File: src/sv/ray_triangle_closest_hit_defines.svh
// Assertion macros shared by the closest-hit search block.
`ifndef RAY_TRIANGLE_CLOSEST_HIT_DEFINES_SVH
`define RAY_TRIANGLE_CLOSEST_HIT_DEFINES_SVH

// Same-cycle implication, disabled during reset.
`define RTCH_ASSERT_IMPL(label, clk, rst, ante, cons) \
  label: assert property (@(posedge clk) disable iff (rst) (ante) |-> (cons)) \
    else $error("rtch assertion failed: same-cycle implication");

// Next-cycle implication, disabled during reset.
`define RTCH_ASSERT_NEXT(label, clk, rst, ante, cons) \
  label: assert property (@(posedge clk) disable iff (rst) (ante) |=> (cons)) \
    else $error("rtch assertion failed: next-cycle implication");

`endif

File: src/sv/rtch_pkg.sv
`timescale 1ns / 1ps

package rtch_pkg;

  localparam logic CMD_RAY = 1'b0;
  localparam logic CMD_TRI = 1'b1;

  localparam logic [30:0] NO_HIT_T  = 31'h7FFF_FFFF;
  localparam logic [30:0] MAX_HIT_T = 31'h7FFF_FFFE;
  localparam logic [30:0] Q_SAT     = 31'h7FFF_FFFF;
  localparam logic [16:0] MIN_DIST_RESET = 17'd655;
  localparam logic signed [32:0] ONE_Q16 = 33'sd65536;
  localparam int NUM_OPS = 24;

  typedef enum logic [3:0] {
    A_E1Y, A_E2Y, A_WVY, A_DVY, A_M1, A_M2, A_M3, A_M4, A_M5, A_M6
  } a_sel_t;

  typedef enum logic [2:0] {
    B_E1X, B_E2X, B_WVX, B_DVX, B_E1Z, B_E2Z, B_WVZ, B_DVZ
  } b_sel_t;

  typedef enum logic [3:0] {
    D_M1, D_M2, D_M3, D_M4, D_M5, D_M6, D_DEN, D_NB, D_NG, D_NT
  } dest_t;

  typedef struct packed {
    a_sel_t a;
    b_sel_t b;
    logic   neg;
    logic   first;
    dest_t  dest;
  } op_t;

  typedef enum logic [2:0] {
    S_IDLE, S_LOAD, S_MUL, S_DIV_SETUP, S_DIV, S_EVAL, S_FINISH
  } state_t;

  // Multiply-accumulate program for the Cramer's rule determinants.
  function automatic op_t op_rom(input logic [4:0] idx);
    op_t o;
    case (idx)
      5'd0:  o = '{A_E2Y, B_DVZ, 1'b0, 1'b1, D_M1};
      5'd1:  o = '{A_DVY, B_E2Z, 1'b1, 1'b0, D_M1};
      5'd2:  o = '{A_WVY, B_DVZ, 1'b0, 1'b1, D_M2};
      5'd3:  o = '{A_DVY, B_WVZ, 1'b1, 1'b0, D_M2};
      5'd4:  o = '{A_E2Y, B_WVZ, 1'b0, 1'b1, D_M3};
      5'd5:  o = '{A_WVY, B_E2Z, 1'b1, 1'b0, D_M3};
      5'd6:  o = '{A_DVY, B_E1Z, 1'b0, 1'b1, D_M4};
      5'd7:  o = '{A_E1Y, B_DVZ, 1'b1, 1'b0, D_M4};
      5'd8:  o = '{A_E1Y, B_E2Z, 1'b0, 1'b1, D_M5};
      5'd9:  o = '{A_E2Y, B_E1Z, 1'b1, 1'b0, D_M5};
      5'd10: o = '{A_E1Y, B_WVZ, 1'b0, 1'b1, D_M6};
      5'd11: o = '{A_WVY, B_E1Z, 1'b1, 1'b0, D_M6};
      5'd12: o = '{A_M1,  B_E1X, 1'b0, 1'b1, D_DEN};
      5'd13: o = '{A_M4,  B_E2X, 1'b0, 1'b0, D_DEN};
      5'd14: o = '{A_M5,  B_DVX, 1'b0, 1'b0, D_DEN};
      5'd15: o = '{A_M1,  B_WVX, 1'b0, 1'b1, D_NB};
      5'd16: o = '{A_M2,  B_E2X, 1'b1, 1'b0, D_NB};
      5'd17: o = '{A_M3,  B_DVX, 1'b1, 1'b0, D_NB};
      5'd18: o = '{A_M2,  B_E1X, 1'b0, 1'b1, D_NG};
      5'd19: o = '{A_M4,  B_WVX, 1'b0, 1'b0, D_NG};
      5'd20: o = '{A_M6,  B_DVX, 1'b0, 1'b0, D_NG};
      5'd21: o = '{A_M3,  B_E1X, 1'b0, 1'b1, D_NT};
      5'd22: o = '{A_M6,  B_E2X, 1'b1, 1'b0, D_NT};
      5'd23: o = '{A_M5,  B_WVX, 1'b0, 1'b0, D_NT};
      default: o = '{A_E1Y, B_E1X, 1'b0, 1'b1, D_M1};
    endcase
    return o;
  endfunction

endpackage

File: src/sv/ray_triangle_closest_hit.sv
// Closest-hit search of one ray over a stream of triangles.
// Input channel (in_valid/in_ready): one beat is either a ray (command 0,
// origin on p0, direction on p1) or one triangle (command 1, vertices on
// p0..p2, tri_id). A beat with last set closes the search and produces one
// result beat on the output channel (out_valid/out_ready): hit, hit_id, hit_t.
// The configuration channel (cfg_valid/cfg_ready/cfg_data) writes min_distance
// and is always ready; the user must write it only while the block is idle,
// which the block does not enforce. The front stage forms edge vectors against
// its own copy of the ray and pushes each beat into a two-entry queue, so up
// to two beats are taken while the back end is busy. The back end runs the
// Cramer's rule determinants on a single shift-add multiplier, one multiplier
// bit per cycle over 24 products, then three restoring divisions of up to 32
// steps each unless the determinant is zero. The result of the last beat is
// loaded into an output register in the finish state and held there while
// the receiver stalls; the back end waits only if a second result is ready
// before the first is taken.
// Reset clears the ray to zero, the best hit to no-hit, min_distance to 655
// and empties the queue and the output register.
`timescale 1ns / 1ps

module ray_triangle_closest_hit #(
  parameter int COORD_BITS = 32,
  parameter int ID_BITS = 16
) (
  input  logic clk,
  input  logic rst,
  input  logic in_valid,
  output logic in_ready,
  input  logic command,
  input  logic signed [COORD_BITS-1:0] p0_x,
  input  logic signed [COORD_BITS-1:0] p0_y,
  input  logic signed [COORD_BITS-1:0] p0_z,
  input  logic signed [COORD_BITS-1:0] p1_x,
  input  logic signed [COORD_BITS-1:0] p1_y,
  input  logic signed [COORD_BITS-1:0] p1_z,
  input  logic signed [COORD_BITS-1:0] p2_x,
  input  logic signed [COORD_BITS-1:0] p2_y,
  input  logic signed [COORD_BITS-1:0] p2_z,
  input  logic [ID_BITS-1:0] tri_id,
  input  logic last,
  input  logic cfg_valid,
  output logic cfg_ready,
  input  logic [16:0] cfg_data,
  output logic out_valid,
  input  logic out_ready,
  output logic hit,
  output logic [ID_BITS-1:0] hit_id,
  output logic [30:0] hit_t
);

  localparam int EW = 2 + ID_BITS + 12 * (COORD_BITS + 1);

  logic push_valid, push_ready;
  logic [EW-1:0] push_data;
  logic q_valid, q_ready;
  logic [EW-1:0] q_data;

  // The register port never stalls.
  assign cfg_ready = 1'b1;

  rtch_front #(.COORD_BITS(COORD_BITS), .ID_BITS(ID_BITS)) u_front (
    .clk(clk), .rst(rst),
    .in_valid(in_valid), .in_ready(in_ready), .command(command),
    .p0_x(p0_x), .p0_y(p0_y), .p0_z(p0_z),
    .p1_x(p1_x), .p1_y(p1_y), .p1_z(p1_z),
    .p2_x(p2_x), .p2_y(p2_y), .p2_z(p2_z),
    .tri_id(tri_id), .last(last),
    .push_valid(push_valid), .push_ready(push_ready), .push_data(push_data)
  );

  rtch_queue #(.WIDTH(EW)) u_queue (
    .clk(clk), .rst(rst),
    .in_valid(push_valid), .in_ready(push_ready), .in_data(push_data),
    .out_valid(q_valid), .out_ready(q_ready), .out_data(q_data)
  );

  rtch_back #(.COORD_BITS(COORD_BITS), .ID_BITS(ID_BITS)) u_back (
    .clk(clk), .rst(rst),
    .q_valid(q_valid), .q_ready(q_ready), .q_data(q_data),
    .cfg_we(cfg_valid && cfg_ready), .cfg_data(cfg_data),
    .out_valid(out_valid), .out_ready(out_ready),
    .hit(hit), .hit_id(hit_id), .hit_t(hit_t)
  );

endmodule

File: src/sv/rtch_front.sv
`timescale 1ns / 1ps

module rtch_front #(
  parameter int COORD_BITS = 32,
  parameter int ID_BITS = 16,
  localparam int W = COORD_BITS + 1,
  localparam int EW = 2 + ID_BITS + 12 * W
) (
  input  logic clk,
  input  logic rst,
  input  logic in_valid,
  output logic in_ready,
  input  logic command,
  input  logic signed [COORD_BITS-1:0] p0_x,
  input  logic signed [COORD_BITS-1:0] p0_y,
  input  logic signed [COORD_BITS-1:0] p0_z,
  input  logic signed [COORD_BITS-1:0] p1_x,
  input  logic signed [COORD_BITS-1:0] p1_y,
  input  logic signed [COORD_BITS-1:0] p1_z,
  input  logic signed [COORD_BITS-1:0] p2_x,
  input  logic signed [COORD_BITS-1:0] p2_y,
  input  logic signed [COORD_BITS-1:0] p2_z,
  input  logic [ID_BITS-1:0] tri_id,
  input  logic last,
  output logic push_valid,
  input  logic push_ready,
  output logic [EW-1:0] push_data
);

  logic signed [COORD_BITS-1:0] org [3];
  logic signed [COORD_BITS-1:0] dir [3];
  logic signed [W-1:0] e1 [3];
  logic signed [W-1:0] e2 [3];
  logic signed [W-1:0] wv [3];
  logic signed [W-1:0] dv [3];
  logic signed [COORD_BITS-1:0] v0 [3];
  logic signed [COORD_BITS-1:0] v1 [3];
  logic signed [COORD_BITS-1:0] v2 [3];

  assign in_ready   = push_ready;
  assign push_valid = in_valid;

  assign v0[0] = p0_x;
  assign v0[1] = p0_y;
  assign v0[2] = p0_z;
  assign v1[0] = p1_x;
  assign v1[1] = p1_y;
  assign v1[2] = p1_z;
  assign v2[0] = p2_x;
  assign v2[1] = p2_y;
  assign v2[2] = p2_z;

  // Edge vectors and origin offset, one bit wider than a coordinate.
  always_comb begin
    for (int k = 0; k < 3; k++) begin
      e1[k] = W'(v0[k]) - W'(v1[k]);
      e2[k] = W'(v0[k]) - W'(v2[k]);
      wv[k] = W'(v0[k]) - W'(org[k]);
      dv[k] = W'(dir[k]);
    end
  end

  assign push_data = {command, last, tri_id,
                      dv[2], dv[1], dv[0], wv[2], wv[1], wv[0],
                      e2[2], e2[1], e2[0], e1[2], e1[1], e1[0]};

  always_ff @(posedge clk) begin
    if (rst) begin
      for (int k = 0; k < 3; k++) begin
        org[k] <= '0;
        dir[k] <= '0;
      end
    end else if (in_valid && in_ready && command == rtch_pkg::CMD_RAY) begin
      for (int k = 0; k < 3; k++) begin
        org[k] <= v0[k];
        dir[k] <= v1[k];
      end
    end
  end

endmodule

File: src/sv/rtch_queue.sv
`timescale 1ns / 1ps

module rtch_queue #(
  parameter int WIDTH = 8
) (
  input  logic clk,
  input  logic rst,
  input  logic in_valid,
  output logic in_ready,
  input  logic [WIDTH-1:0] in_data,
  output logic out_valid,
  input  logic out_ready,
  output logic [WIDTH-1:0] out_data
);

  logic [WIDTH-1:0] slot [2];
  logic wr_ptr;
  logic rd_ptr;
  logic [1:0] count;
  logic push;
  logic pop;

  assign in_ready  = (count != 2'd2);
  assign out_valid = (count != 2'd0);
  assign out_data  = slot[rd_ptr];
  assign push = in_valid && in_ready;
  assign pop  = out_valid && out_ready;

  always_ff @(posedge clk) begin
    if (push) begin
      slot[wr_ptr] <= in_data;
    end
  end

  always_ff @(posedge clk) begin
    if (rst) begin
      wr_ptr <= 1'b0;
      rd_ptr <= 1'b0;
      count  <= 2'd0;
    end else begin
      if (push) begin
        wr_ptr <= ~wr_ptr;
      end
      if (pop) begin
        rd_ptr <= ~rd_ptr;
      end
      case ({push, pop})
        2'b10:   count <= count + 2'd1;
        2'b01:   count <= count - 2'd1;
        default: count <= count;
      endcase
    end
  end

endmodule

File: src/sv/rtch_back.sv
`timescale 1ns / 1ps
`include "ray_triangle_closest_hit_defines.svh"

module rtch_back #(
  parameter int COORD_BITS = 32,
  parameter int ID_BITS = 16,
  localparam int W = COORD_BITS + 1,
  localparam int EW = 2 + ID_BITS + 12 * W
) (
  input  logic clk,
  input  logic rst,
  input  logic q_valid,
  output logic q_ready,
  input  logic [EW-1:0] q_data,
  input  logic cfg_we,
  input  logic [16:0] cfg_data,
  output logic out_valid,
  input  logic out_ready,
  output logic hit,
  output logic [ID_BITS-1:0] hit_id,
  output logic [30:0] hit_t
);

  localparam int MW  = 2 * W + 1;
  localparam int ACC = 3 * W + 4;
  localparam int DW  = ACC + 32;
  localparam int BCW = $clog2(W);

  rtch_pkg::state_t state, state_next;
  rtch_pkg::op_t op;

  logic [EW-1:0] item;
  logic item_last;
  logic [ID_BITS-1:0] item_id;

  logic [16:0] min_distance;
  logic [30:0] best_distance;
  logic [ID_BITS-1:0] best_id;
  logic have_hit;

  logic [4:0] op_idx;
  logic [BCW-1:0] bcnt;
  logic signed [ACC-1:0] acc;
  logic signed [ACC-1:0] a_sh;
  logic [W-1:0] b_sh;
  logic signed [ACC-1:0] a_val;
  logic [W-1:0] b_val;
  logic signed [ACC-1:0] addend;
  logic signed [ACC-1:0] acc_new;
  logic mul_last;

  logic signed [MW-1:0] m [6];
  logic signed [ACC-1:0] den, nb, ng, nt;

  logic [1:0] div_idx;
  logic [4:0] dcnt;
  logic [DW-1:0] n_rem;
  logic [DW-1:0] d_sh;
  logic [29:0] q;
  logic q_neg;
  logic ge;
  logic div_done;
  logic [30:0] q_fin;
  logic signed [31:0] q_res;
  logic signed [ACC-1:0] num_sel;
  logic [ACC-1:0] num_abs;
  logic [ACC-1:0] den_abs;
  logic den_zero;

  logic signed [31:0] beta, gamma, tq;
  logic signed [32:0] bg_sum;
  logic tri_hit;
  logic [30:0] ts;

  logic out_free;
  logic out_load;

  function automatic logic signed [W-1:0] crd(input logic [EW-1:0] v, input int k);
    return v[k*W +: W];
  endfunction

  assign item_last = item[EW-2];
  assign item_id   = item[12*W +: ID_BITS];
  assign op        = rtch_pkg::op_rom(op_idx);

  // Operand selection for the shift-add multiplier.
  always_comb begin
    case (op.a)
      rtch_pkg::A_E1Y: a_val = ACC'(crd(item, 1));
      rtch_pkg::A_E2Y: a_val = ACC'(crd(item, 4));
      rtch_pkg::A_WVY: a_val = ACC'(crd(item, 7));
      rtch_pkg::A_DVY: a_val = ACC'(crd(item, 10));
      rtch_pkg::A_M1:  a_val = ACC'(m[0]);
      rtch_pkg::A_M2:  a_val = ACC'(m[1]);
      rtch_pkg::A_M3:  a_val = ACC'(m[2]);
      rtch_pkg::A_M4:  a_val = ACC'(m[3]);
      rtch_pkg::A_M5:  a_val = ACC'(m[4]);
      rtch_pkg::A_M6:  a_val = ACC'(m[5]);
      default:         a_val = '0;
    endcase
    case (op.b)
      rtch_pkg::B_E1X: b_val = crd(item, 0);
      rtch_pkg::B_E2X: b_val = crd(item, 3);
      rtch_pkg::B_WVX: b_val = crd(item, 6);
      rtch_pkg::B_DVX: b_val = crd(item, 9);
      rtch_pkg::B_E1Z: b_val = crd(item, 2);
      rtch_pkg::B_E2Z: b_val = crd(item, 5);
      rtch_pkg::B_WVZ: b_val = crd(item, 8);
      rtch_pkg::B_DVZ: b_val = crd(item, 11);
      default:         b_val = '0;
    endcase
  end

  // One multiplier bit per cycle; the sign bit of b carries negative weight.
  always_comb begin
    mul_last = (bcnt == BCW'(W - 1));
    addend   = b_sh[0] ? a_sh : '0;
    acc_new  = (op.neg ^ mul_last) ? (acc - addend) : (acc + addend);
  end

  // Restoring division, one quotient bit per cycle.
  always_comb begin
    case (div_idx)
      2'd0:    num_sel = nb;
      2'd1:    num_sel = ng;
      default: num_sel = nt;
    endcase
    num_abs  = num_sel[ACC-1] ? ACC'(-num_sel) : ACC'(num_sel);
    den_abs  = den[ACC-1] ? ACC'(-den) : ACC'(den);
    den_zero = (den == '0);
    ge       = (n_rem >= d_sh);
    div_done = 1'b0;
    q_fin    = {q, ge};
    if (state == rtch_pkg::S_DIV) begin
      if (dcnt == 5'd31) begin
        div_done = ge;
        q_fin    = rtch_pkg::Q_SAT;
      end else begin
        div_done = (dcnt == 5'd0);
      end
    end
    q_res = q_neg ? -$signed({1'b0, q_fin}) : $signed({1'b0, q_fin});
  end

  // Hit test on the three quotients.
  always_comb begin
    bg_sum  = 33'(beta) + 33'(gamma);
    tri_hit = !beta[31] && !gamma[31] && (bg_sum <= rtch_pkg::ONE_Q16)
              && (tq >= $signed({15'd0, min_distance}));
    ts = (tq > $signed({1'b0, rtch_pkg::MAX_HIT_T})) ? rtch_pkg::MAX_HIT_T : tq[30:0];
  end

  assign out_free = !out_valid || out_ready;

  always_comb begin
    state_next = state;
    case (state)
      rtch_pkg::S_IDLE: begin
        if (q_valid) begin
          state_next = (q_data[EW-1] == rtch_pkg::CMD_RAY) ? rtch_pkg::S_FINISH
                                                            : rtch_pkg::S_LOAD;
        end
      end
      rtch_pkg::S_LOAD: state_next = rtch_pkg::S_MUL;
      rtch_pkg::S_MUL: begin
        if (mul_last) begin
          state_next = (op_idx == 5'(rtch_pkg::NUM_OPS - 1)) ? rtch_pkg::S_DIV_SETUP
                                                              : rtch_pkg::S_LOAD;
        end
      end
      rtch_pkg::S_DIV_SETUP: begin
        state_next = den_zero ? rtch_pkg::S_FINISH : rtch_pkg::S_DIV;
      end
      rtch_pkg::S_DIV: begin
        if (div_done) begin
          state_next = (div_idx == 2'd2) ? rtch_pkg::S_EVAL : rtch_pkg::S_DIV_SETUP;
        end
      end
      rtch_pkg::S_EVAL: state_next = rtch_pkg::S_FINISH;
      rtch_pkg::S_FINISH: begin
        if (!item_last || out_free) begin
          state_next = rtch_pkg::S_IDLE;
        end
      end
      default: state_next = rtch_pkg::S_IDLE;
    endcase
  end

  always_comb begin
    q_ready  = (state == rtch_pkg::S_IDLE);
    out_load = (state == rtch_pkg::S_FINISH) && item_last && out_free;
  end

  always_ff @(posedge clk) begin
    if (rst) begin
      state <= rtch_pkg::S_IDLE;
    end else begin
      state <= state_next;
    end
  end

  // Datapath registers.
  always_ff @(posedge clk) begin
    case (state)
      rtch_pkg::S_IDLE: begin
        if (q_valid) begin
          item   <= q_data;
          op_idx <= '0;
        end
      end
      rtch_pkg::S_LOAD: begin
        a_sh <= a_val;
        b_sh <= b_val;
        bcnt <= '0;
        if (op.first) begin
          acc <= '0;
        end
      end
      rtch_pkg::S_MUL: begin
        acc  <= acc_new;
        a_sh <= a_sh <<< 1;
        b_sh <= b_sh >> 1;
        bcnt <= bcnt + 1'b1;
        if (mul_last) begin
          op_idx  <= op_idx + 5'd1;
          div_idx <= 2'd0;
          case (op.dest)
            rtch_pkg::D_M1:  m[0] <= acc_new[MW-1:0];
            rtch_pkg::D_M2:  m[1] <= acc_new[MW-1:0];
            rtch_pkg::D_M3:  m[2] <= acc_new[MW-1:0];
            rtch_pkg::D_M4:  m[3] <= acc_new[MW-1:0];
            rtch_pkg::D_M5:  m[4] <= acc_new[MW-1:0];
            rtch_pkg::D_M6:  m[5] <= acc_new[MW-1:0];
            rtch_pkg::D_DEN: den  <= acc_new;
            rtch_pkg::D_NB:  nb   <= acc_new;
            rtch_pkg::D_NG:  ng   <= acc_new;
            rtch_pkg::D_NT:  nt   <= acc_new;
            default:         den  <= den;
          endcase
        end
      end
      rtch_pkg::S_DIV_SETUP: begin
        n_rem <= DW'(num_abs) << 16;
        d_sh  <= DW'(den_abs) << 31;
        q_neg <= num_sel[ACC-1] ^ den[ACC-1];
        dcnt  <= 5'd31;
        q     <= '0;
      end
      rtch_pkg::S_DIV: begin
        d_sh <= d_sh >> 1;
        dcnt <= dcnt - 5'd1;
        if (dcnt != 5'd31) begin
          q <= {q[28:0], ge};
          if (ge) begin
            n_rem <= n_rem - d_sh;
          end
        end
        if (div_done) begin
          div_idx <= div_idx + 2'd1;
          case (div_idx)
            2'd0:    beta  <= q_res;
            2'd1:    gamma <= q_res;
            default: tq    <= q_res;
          endcase
        end
      end
      default: begin
        acc <= acc;
      end
    endcase
  end

  // Running best hit, configuration and result register.
  always_ff @(posedge clk) begin
    if (rst) begin
      min_distance  <= rtch_pkg::MIN_DIST_RESET;
      best_distance <= rtch_pkg::NO_HIT_T;
      best_id       <= '0;
      have_hit      <= 1'b0;
      out_valid     <= 1'b0;
    end else begin
      if (cfg_we) begin
        min_distance <= cfg_data;
      end
      if (out_load) begin
        out_valid <= 1'b1;
      end else if (out_valid && out_ready) begin
        out_valid <= 1'b0;
      end
      if (state == rtch_pkg::S_IDLE && q_valid && q_data[EW-1] == rtch_pkg::CMD_RAY) begin
        best_distance <= rtch_pkg::NO_HIT_T;
        best_id       <= '0;
        have_hit      <= 1'b0;
      end
      if (state == rtch_pkg::S_EVAL && tri_hit && ts < best_distance) begin
        best_distance <= ts;
        best_id       <= item_id;
        have_hit      <= 1'b1;
      end
      if (out_load) begin
        best_distance <= rtch_pkg::NO_HIT_T;
        best_id       <= '0;
        have_hit      <= 1'b0;
      end
    end
  end

  always_ff @(posedge clk) begin
    if (out_load) begin
      hit    <= have_hit;
      hit_id <= have_hit ? best_id : '0;
      hit_t  <= have_hit ? best_distance : rtch_pkg::NO_HIT_T;
    end
  end

  `RTCH_ASSERT_IMPL(a_nohit_dist, clk, rst, !have_hit, best_distance == rtch_pkg::NO_HIT_T)
  `RTCH_ASSERT_IMPL(a_hit_t_valid, clk, rst, out_valid && hit, hit_t != rtch_pkg::NO_HIT_T)
  `RTCH_ASSERT_NEXT(a_finish_wait, clk, rst, state == rtch_pkg::S_FINISH && item_last && !out_free, state == rtch_pkg::S_FINISH)
  `RTCH_ASSERT_IMPL(a_op_range, clk, rst, state == rtch_pkg::S_MUL, op_idx < 5'(rtch_pkg::NUM_OPS))

endmodule

File: config.mk
export PLATFORM = sky130hd
export DESIGN_NAME = ray_triangle_closest_hit
export DESIGN_NICKNAME = d
export VERILOG_FILES = /design/src/sv/rtch_pkg.sv /design/src/sv/ray_triangle_closest_hit.sv /design/src/sv/rtch_front.sv /design/src/sv/rtch_queue.sv /design/src/sv/rtch_back.sv
export VERILOG_INCLUDE_DIRS = /design/src /design/src/sv
export SDC_FILE = /design/constraint.sdc
export NUM_CORES = 2
export LEC_CHECK = 0
export BUFFER_PORTS_ARGS = -buffer_cell sky130_fd_sc_hd__buf_2
export CORE_MARGIN = 8
export CORE_UTILIZATION = 40
export CTS_CLUSTER_SIZE = 25
export DETAILED_ROUTE_END_ITERATION = 8
export PLACE_DENSITY_LB_ADDON = 0.05
export SYNTH_ARGS = -nofsm -noshare
export SYNTH_HDL_FRONTEND = slang
export SYNTH_SLANG_ARGS = --single-unit
File: constraint.sdc
create_clock -name clk -period 34.9 [get_ports clk]
set_input_delay 3.49 -clock clk [delete_from_list [all_inputs] [get_ports clk]]
set_output_delay 3.49 -clock clk [all_outputs]
set_load 0.02 [all_outputs]
==> impl_metrics.ini <==
[cts]
cts_buffers = 344
clock-sinks = 3026
postCtsHoldBufs = 0
clk_pin_slew_ns = 0.06
cts_resized = 0
clockRootBuffer = clkbuf_16
cts_buffer_depth = 4
htreeDepth = 5
cts_tree = done
cts_setup_buffers = 0
clkLatencyLatePin_ns = 0.92

[timing]
finalSetupViolCount = 0
finalSetupTns_ns = 0
hold_ws_ns = 0.437
fmax_mhz = 112
slew_headroom = 0.0725
tightest_slew_ns = 1.37
period_share = 0.257
layout_min_cycle_time_ns = 8.96
slew_viol_final = 0
setup_ws_ns = 25.94
finClkSkew_ns = 0.0523
grt_setup_unrepaired = no
hold_violations = 0

[synth]
synth_edf_count = 2939
synth_flop_cell = edfxtp_1
ys_ff_latch = 3026
yosysTopAreaCell = edfxtp_1
synth.top_cell.area_share = 0.590
async_reset_ff_frac = 0
ys_warn_count = 0
synth.net_count = 13198
synthMostInstantiatedCell = edfxtp_1
avgSynthCellArea_um2 = 12.2
synth_area_um2 = 150000
netlist_instances = 12234
synth_cell_types = 91
yosys-top-cells-area = edfxtp_1 (59%), ha_1 (5.2%), mux2_2 (3.2%), a21oi_1 (2.5%), o21ai_0 (2.4%)
synth_common_cells = edfxtp_1 (2939), nand2_1 (897), a21oi_1 (747)
seq_area_frac_synth = 0.602

[placed_design]
pre_cts_slack_ns = 25.97
dp_hpwl_um = 308000
place_area_um2 = 157000
port-buffer-count = 377
place_congestion = 0.913

[global_routing]
grt_pass1_wl_um = 653000
grt_overflow = 0
grt_pass1_vias = 99349
track_usage = 0.217
grt_start_max_net_pins = 135
antenna_found_initial = 31

[floorplanning]
fp.dieW_um = 627
core_um2 = 372000
die_height_um = 627
pin_count = 379
start_util = 0.402
die-area_um2 = 394000
num_rows = 224

[detailed_routing]
vias_per_cell = 5.57
drcViolationCount = 0
totalWireLength_um = 443000
wl_per_cell_um = 24.8
first_iter_violations = 8003
drt.antenna.violating_nets = 0
dr.pass1.iters = 8
num_vias = 99384

[worst_hold_path]
hold_class = flip-flop to flip-flop

[power_and_ir_drop]
finalPower_uw = 17600
power_density_nw_per_um2 = 104
power.leakage_uw = 0.0624
vdd_drop_max_uv = 112

[layout]
nets = 13536
fin_area_um2 = 169000
syn2layout_area_growth_pct = 12.9
drive_gt1_frac = 0.129

[critical_path]
worstSetupPathType = flip-flop to flip-flop
worstSetupEndpointType = flip-flop
crit_path_start_kind = flip-flop
crit_fanout = 29
worst_ep_required_time_ns = 35.57
critPathArrivalTime_ns = 9.63

[flow_run]
drv_cap = 0

[run_status]
status = completed
[cell families after synthesis]
kind of cell	Yosys count	synth area share
xor+xnor	729	0.0427
compound gates	2992	0.129
fa+ha+maj	636	0.0538
other cells	1	0.0000251
buf+inv	1268	0.0319
flops	3026	0.602
mux	551	0.0427
simple gates	3031	0.0978
[layout by cell type (no fill, tap or decap), drive strengths merged, types with 408 or more instances in the layout]
| master | instances |
|---|---|
| nor2 | 741 |
| clkbuf | 422 |
| nand2 | 897 |
| inv | 723 |
| buf | 549 |
| edfxtp | 2939 |
| a21oi | 747 |
| xnor2 | 408 |
| ha | 624 |
| mux2 | 421 |
| o21ai | 731 |
[metal layers]
| layer | up-vias | routed length [um] | track usage |
|---|---|---|---|
| li1 | 46456 | - | - |
| met1 | 49786 | 214000 | 0.322 |
| met2 | 2552 | 194000 | 0.334 |
| met3 | 582 | 20700 | 0.0265 |
| met4 | 8 | 14100 | 0.0658 |
| met5 | - | 56 | 0 |
[flip-flops by register name (all words and copies together) (netlist names), 16 cells and up, named ones only]
register,cells
u_back.beta,32
u_back.acc,103
u_back.q,30
u_back.hit_id,16
u_back.best_id,16
u_back.hit_t,31
u_back.den,103
u_back.a_sh,103
u_back.tq,32
u_queue.slot,822
u_back.nt,103
u_front.dir,96
u_back.min_distance,17
u_back.gamma,32
u_back.b_sh,33
u_back.nb,103
u_back.m,402
u_back.n_rem,135
u_back.item,410
u_back.best_distance,31
u_back.d_sh,134
u_front.org,96
u_back.ng,103
[worst paths after layout]
path	from	to	slack, ns	cells after the start
max	u_back.a_sh[8]	u_back.nb[101]	25.94	24
min	u_front.dir[0][37]	u_queue.slot[0][335]	0.44	0
max reg2reg	u_back.a_sh[8]	u_back.nb[101]	25.94	24
min reg2reg	u_front.dir[0][37]	u_queue.slot[0][335]	0.44	0
[where the power goes]
group          internal, uW  switching (uW)  total [uW]
Combinational          2220            5250        7470
Clock                  2150            1510        3660
Sequential             6150             345        6500
Total                 10500            7100       17600
[per-stage QoR]
step,util,cells
CTS,0.453,17829
global placement,0.423,17198
detailed placement,0.423,17198
floorplan,-,12234
global route,0.454,17841
finish,0.454,17847
[worst max-delay path, stage by stage (launching register included)]
cell      delay (ns)
edfxtp_1        0.48
or4_1           0.56
or3_1           0.41
o41a_1          0.44
or3b_1          0.45
a21oi_1         0.33
and2_1          0.29
nor2_1          0.10
or2_2           0.61
o311ai_0        0.28
ha_1            0.31
nand2_1         0.10
nor2_1          0.18
nand4_1         0.15
a211oi_1        0.38
o21ai_1         0.24
a211oi_1        0.71
a21oi_1         0.37
o211a_1         0.40
o21a_1          0.29
o41a_1          0.52
o31ai_1         0.35
nand2_1         0.14
a21oi_1         0.24
xor2_1          0.36
[cell type report]
type | count | area, um^2
timing repair buffer | 549 | 3250
clock inverter | 209 | 2210
multi-input combinational | 7940 | 55300
fill | 33922 | 203000
tap | 4972 | 6220
clock buffer | 422 | 9110
sequential | 3026 | 90000
antenna | 18 | 45.0
inverter | 711 | 2670
Note: power is estimated with default switching activity, not from simulation.
